$ cat config.mk
export PLATFORM = sky130hd
export DESIGN_NAME = kt2d_arith
export DESIGN_NICKNAME = d
export VERILOG_FILES = /design/src/kt2d_pkg.sv /design/src/kt2d_arith.sv
export SDC_FILE = /design/constraint.sdc
export NUM_CORES = 2
export LEC_CHECK = 0
export BUFFER_PORTS_ARGS = -buffer_cell sky130_fd_sc_hd__buf_2
export CORE_ASPECT_RATIO = 0.6
export CORE_MARGIN = 2
export CORE_UTILIZATION = 30
export DETAILED_ROUTE_END_ITERATION = 16
export PLACE_DENSITY = 0.51
export SLEW_MARGIN = 20
export SYNTH_ARGS = -nofsm -noshare
export SYNTH_HDL_FRONTEND = slang
export SYNTH_SLANG_ARGS = --single-unit
$ cat constraint.sdc
create_clock -name clk -period 13.2 [get_ports clk]
set_input_delay 2.64 -clock clk [delete_from_list [all_inputs] [get_ports clk]]
set_output_delay 2.64 -clock clk [all_outputs]
set_load 0.005 [all_outputs]
$ cat src/kt2d_pkg.sv
`timescale 1ns / 1ps
`default_nettype none
// ---------------------------------------------------------------------------
// kt2d_pkg
// Fixed-point types and helpers for the 2-D Kalman tracker (signed Q32.16).
// ---------------------------------------------------------------------------
package kt2d_pkg;

	localparam int FX_W = 48;

	typedef logic signed [FX_W-1:0] fx_t;

	localparam fx_t FX_MAX = {1'b0, {(FX_W-1){1'b1}}};
	localparam fx_t FX_MIN = {1'b1, {(FX_W-1){1'b0}}};

	typedef struct packed {
		logic start;
		logic op_div;
	} arith_req_t;

	typedef struct packed {
		logic done;
	} arith_rsp_t;

	function automatic fx_t fx_sat49(input logic signed [FX_W:0] v);
		if (v[FX_W] != v[FX_W-1]) begin
			return v[FX_W] ? FX_MIN : FX_MAX;
		end
		return v[FX_W-1:0];
	endfunction

	function automatic fx_t fx_add(input fx_t a, input fx_t b);
		return fx_sat49({a[FX_W-1], a} + {b[FX_W-1], b});
	endfunction

	function automatic fx_t fx_sub(input fx_t a, input fx_t b);
		return fx_sat49({a[FX_W-1], a} - {b[FX_W-1], b});
	endfunction

	// multiply by one half, magnitude rounded with ties away from zero
	function automatic fx_t fx_half(input fx_t v);
		logic [FX_W-1:0] mag;
		logic [FX_W:0]   m2;
		mag = v[FX_W-1] ? FX_W'(-v) : FX_W'(v);
		m2  = ({1'b0, mag} + (FX_W+1)'(1)) >> 1;
		return v[FX_W-1] ? fx_t'(-m2[FX_W-1:0]) : fx_t'(m2[FX_W-1:0]);
	endfunction

	function automatic fx_t fx_signed_sat(input logic [63:0] mag, input logic neg);
		logic [63:0] lim;
		lim = 64'd1 << (FX_W - 1);
		if (neg) begin
			if (mag > lim) begin
				return FX_MIN;
			end
			return fx_t'(-mag[FX_W-1:0]);
		end
		if (mag >= lim) begin
			return FX_MAX;
		end
		return fx_t'(mag[FX_W-1:0]);
	endfunction

endpackage
`default_nettype wire

$ cat src/kt2d_arith.sv
`timescale 1ns / 1ps
`default_nettype none
// ---------------------------------------------------------------------------
// kt2d_arith
// Shared Q32.16 multiplier (one 24x24 product per cycle) and radix-4
// restoring divider, both sign-magnitude with saturation.
// ---------------------------------------------------------------------------
module kt2d_arith import kt2d_pkg::*; (
	input  wire        clk,
	input  wire        arst_n,
	input  arith_req_t req,
	input  fx_t        op_a,
	input  fx_t        op_b,
	output arith_rsp_t rsp,
	output fx_t        result
);

	typedef enum logic [1:0] {A_IDLE, A_MUL, A_MAG, A_DIV} ast_t;

	ast_t              state_q;
	logic [4:0]        cnt_q;
	logic [FX_W-1:0]   ua_q, ub_q;
	logic              neg_q;
	logic [47:0]       hh_q, ll_q;
	logic [48:0]       mid_q;
	logic [FX_W-1:0]   rem_q, dq_q;
	fx_t               res_q;
	logic              done_q;

	logic [FX_W-1:0]   ma, mb;
	logic [23:0]       mx_a, mx_b;
	logic [47:0]       prod;
	logic [63:0]       mag;
	logic [FX_W:0]     r1, r2;
	logic              ge1, ge2;
	logic [FX_W-1:0]   r1s, r2s, dq2;

	assign ma = op_a[FX_W-1] ? FX_W'(-op_a) : FX_W'(op_a);
	assign mb = op_b[FX_W-1] ? FX_W'(-op_b) : FX_W'(op_b);

	// partial products: high*high, high*low, low*high, low*low
	assign mx_a = (cnt_q < 5'd2) ? ua_q[47:24] : ua_q[23:0];
	assign mx_b = (cnt_q == 5'd0 || cnt_q == 5'd2) ? ub_q[47:24] : ub_q[23:0];
	assign prod = 48'(mx_a) * 48'(mx_b);

	always_comb begin
		if (hh_q >= 48'd32768) begin
			mag = 64'd1 << 48;
		end else begin
			mag = (64'(hh_q) << 32) + (64'(mid_q) << 8)
				+ (64'({1'b0, ll_q} + 49'd32768) >> 16);
		end
	end

	// two quotient bits per cycle
	always_comb begin
		r1  = {rem_q, dq_q[FX_W-1]};
		ge1 = r1 >= {1'b0, ub_q};
		r1s = ge1 ? FX_W'(r1 - {1'b0, ub_q}) : r1[FX_W-1:0];
		r2  = {r1s, dq_q[FX_W-2]};
		ge2 = r2 >= {1'b0, ub_q};
		r2s = ge2 ? FX_W'(r2 - {1'b0, ub_q}) : r2[FX_W-1:0];
		dq2 = {dq_q[FX_W-3:0], ge1, ge2};
	end

	always_ff @(posedge clk or negedge arst_n) begin
		if (!arst_n) begin
			state_q <= A_IDLE;
			cnt_q   <= '0;
			ua_q    <= '0;
			ub_q    <= '0;
			neg_q   <= 1'b0;
			hh_q    <= '0;
			ll_q    <= '0;
			mid_q   <= '0;
			rem_q   <= '0;
			dq_q    <= '0;
			res_q   <= '0;
			done_q  <= 1'b0;
		end else begin
			done_q <= 1'b0;
			case (state_q)
				A_IDLE: begin
					if (req.start) begin
						ua_q  <= ma;
						ub_q  <= mb;
						neg_q <= op_a[FX_W-1] != op_b[FX_W-1];
						cnt_q <= '0;
						if (!req.op_div) begin
							state_q <= A_MUL;
						end else if (mb == '0) begin
							res_q  <= '0;
							done_q <= 1'b1;
						end else if ({32'd0, ma[47:32]} >= mb) begin
							res_q  <= fx_signed_sat(64'hFFFF_FFFF_FFFF_FFFF,
								op_a[FX_W-1] != op_b[FX_W-1]);
							done_q <= 1'b1;
						end else begin
							rem_q   <= {32'd0, ma[47:32]};
							dq_q    <= {ma[31:0], 16'd0};
							state_q <= A_DIV;
						end
					end
				end
				A_MUL: begin
					case (cnt_q)
						5'd0:    hh_q  <= prod;
						5'd1:    mid_q <= {1'b0, prod};
						5'd2:    mid_q <= mid_q + {1'b0, prod};
						default: ll_q  <= prod;
					endcase
					cnt_q <= cnt_q + 5'd1;
					if (cnt_q == 5'd3) begin
						state_q <= A_MAG;
					end
				end
				A_MAG: begin
					res_q   <= fx_signed_sat(mag, neg_q);
					done_q  <= 1'b1;
					state_q <= A_IDLE;
				end
				A_DIV: begin
					rem_q <= r2s;
					dq_q  <= dq2;
					cnt_q <= cnt_q + 5'd1;
					if (cnt_q == 5'd23) begin
						res_q   <= fx_signed_sat({16'd0, dq2}, neg_q);
						done_q  <= 1'b1;
						state_q <= A_IDLE;
					end
				end
				default: state_q <= A_IDLE;
			endcase
		end
	end

	assign rsp.done = done_q;
	assign result   = res_q;

endmodule
`default_nettype wire

==> results.yml <==
sta:
  finalSetupViolations: 0
  maxSlewViolCount: 0
  max_freq_mhz: 79.69
  worst_slew_pin_slew_ns: 1.250
  rsz0062_at_grt: "false"
  tns_ns: 0
  slew-limit-headroom_pct: 16.46
  fin_crit_sh_pct: 95.07
  fin_crit_ns: 12.55
  hold_viol_final: 0
  clock_skew_ns: 0.03484
setup_path:
  cpPeakStageDelay_ns: 1.02
  cp.required_ns: 13.74
  arrival_ns: 13.09
  path_max_fanout: 32
  startpoint_type: "register"
  endpoint_kind: "register"
  cpMaxStageDelayCell: "a2111oi_1"
  critPathTopFamily: "compound AO/OA/AOI/OAI gates"
  path_buf_inv: 2
  crit_type: "reg -> reg"
  crit_path_frequent_cell: "nand2_1"
clock_tree:
  clock_latency_ns: 0.64
  cts_setup_buffers: 0
  cts_made_buffers: 44
  cts_resized: 0
  cts_tree: "done"
  postCtsHoldBufs: 0
  clk_pin_slew_ns: 0.06
  cts_root_buffer: "clkbuf_16"
  cts_sinks: 379
  htree_num_levels: 2
  cts_max_path_buffers: 3
cells_and_area:
  final_cell_mix: "nand2_1 (931), inv_1 (727), nor2_1 (643), fa_1 (487), o21ai_0 (483)"
  final_common_cell: "nand2_1"
  multi_input_area_um2: 40790
  drive_gt1_share_pct: 7.856
  area_growth_pct: 9.722
  fillers: 18860
  nets: 7819
  regArea_um2: 9488
  antenna_cells: 0
floorplan:
  die_width_um: 552.5
  core-area_um2: 178800
  start_util_pct: 30.28
  num_rows: 120
  die_h_um: 333.1
  die_area_um2: 184000
  ios: 149
job:
  cap_violations: 0
detailed_routing:
  wl_per_cell_um: 25.80
  viasPerCell: 5.671
  drt_iter0_drc: 6823
  first_pass_iters: 9
  drt_wl_total_mm: 237.4
  post-route-drc-count: 0
  vias: 52180
  ant_nets: 0
placed_design:
  hpwl_mm: 193.6
  gp_congestion: 0.9820
  port_buffers: 148
synth:
  ys_seq_area_share_pct: 17.51
  synth-edff-count: 0
  netlist_area_um2: 54160
  synth_nets: 7840
  yosys_most_used_dff: "dfrtp_1"
  synth_cell_types: 100
  synth-seq-cells: 379
  async_reset_ff_share_pct: 100.0
  postSynthAreaPerCell_um2: 7.952
  synth_warnings: 0
  netlist_instances: 6810
global_routing:
  grt_max_degree: 155
  grt_pass1_vias: 47780
  grt_pass1_wl_mm: 342.7
  antenna_found_initial: 15
  grt_overflow: 0
  track_usage_pct: 25.07
min_path:
  hold_path_class: "reg -> reg"
status:
  status: "finished clean"
==> state kept, by name, summed over array words and instances (netlist names) <==
| register | flops |
|---|---|
| mid_q | 49 |
| dq_q | 48 |
| hh_q | 48 |
| rem_q | 48 |
| result | 48 |
| ua_q | 48 |
| ub_q | 48 |
| ll_q | 33 |
| cnt_q | 5 |
| state_q | 2 |
| neg_q | 1 |
| rsp | 1 |
==> tightest hold or removal path, cell delays in order (launching register included) <==
cell and delay, ns:
dfrtp_1 0.34, nand2_1 0.04, o21ai_0 0.06
==> cells by family (layout without fill, tap and decap cells) <==
kind of cell | Yosys count | in the layout | synth area share, %
AOI/OAI and AO/OA | 1656 | 1656 | 19.51
xor gates and xnor gates | 343 | 343 | 5.547
adders and majority gates | 930 | 930 | 28.24
buffers and inverters | 1086 | 1099 | 7.633
DFF | 379 | 379 | 17.51
muxes | 134 | 134 | 2.659
and+or+nand+nor | 2282 | 2282 | 18.90
==> path summary, 6_finish.rpt <==
| path | cells after the start | slack [ns] | from | to |
|---|---|---|---|---|
| setup / recovery | 31 | 0.65 | ub_q[24] | result[28] |
| setup reg to reg | 31 | 0.65 | ub_q[24] | result[28] |
| min in group asynchronous | 1 | 2.02 | arst_n | rem_q[30] |
| max in group asynchronous | 3 | 8.94 | arst_n | mid_q[25] |
| hold reg to reg | 2 | 0.48 | hh_q[34] | hh_q[34] |
| hold / removal | 2 | 0.48 | hh_q[34] | hh_q[34] |
==> area by class of cell <==
type                            count  area share [%]
Timing Repair Buffer              291           3.133
Tap cell                         2379           5.009
Clock buffer                       61           2.131
Inverter                          728           4.599
Multi-Input combinational cell   5345           68.65
Clock inverter                     19          0.5117
Sequential cell                   379           15.97
==> synthesized netlist by cell type, drive strengths merged, types with 58 or more instances <==
cell type | instances | area share [%]
dfrtp | 379 | 18
xnor2 | 167 | 2.7
nor3 | 111 | 1.0
nor2 | 643 | 4.5
nand4 | 82 | 0.95
xor2 | 176 | 2.8
fa | 487 | 18
nand3 | 130 | 1.2
clkbuf | 304 | 2.1
ha | 443 | 10
mux2i | 65 | 1.2
o21ai | 524 | 4.8
a21oi | 389 | 3.6
mux2 | 69 | 1.4
o211ai | 58 | 0.80
a21o | 146 | 2.0
a31oi | 72 | 0.84
inv | 728 | 5.0
nand2 | 934 | 6.5
==> layer usage <==
| metal | track usage, % | wire length, µm | up-vias |
|---|---|---|---|
| met5 | 0 | 69 | - |
| met4 | 3.398 | 3459 | 10 |
| met3 | 9.156 | 33540 | 221 |
| met2 | 28.81 | 79230 | 2821 |
| met1 | 42.07 | 121100 | 25930 |
| li1 | - | - | 23200 |
==> through the flow <==
stage	setup slack (ns)	cell area (µm²)	utilization, %	std cells	hold WS [ns]
after floorplan	2.202	54160	-	6810	0.4498
after global placement	1.027	57820	32.33	9122	0.4617
after detailed placement	0.8837	57830	32.34	9122	0.4714
after CTS	0.8275	59400	33.22	9202	0.4848
after global routing	0.02820	59420	33.23	9202	0.5070
final	0.6507	59420	33.23	9202	0.4816
Power is left out: the tool's default activity adds up to more than one toggle a clock period on the data nets, which glitch-free logic cannot reach.
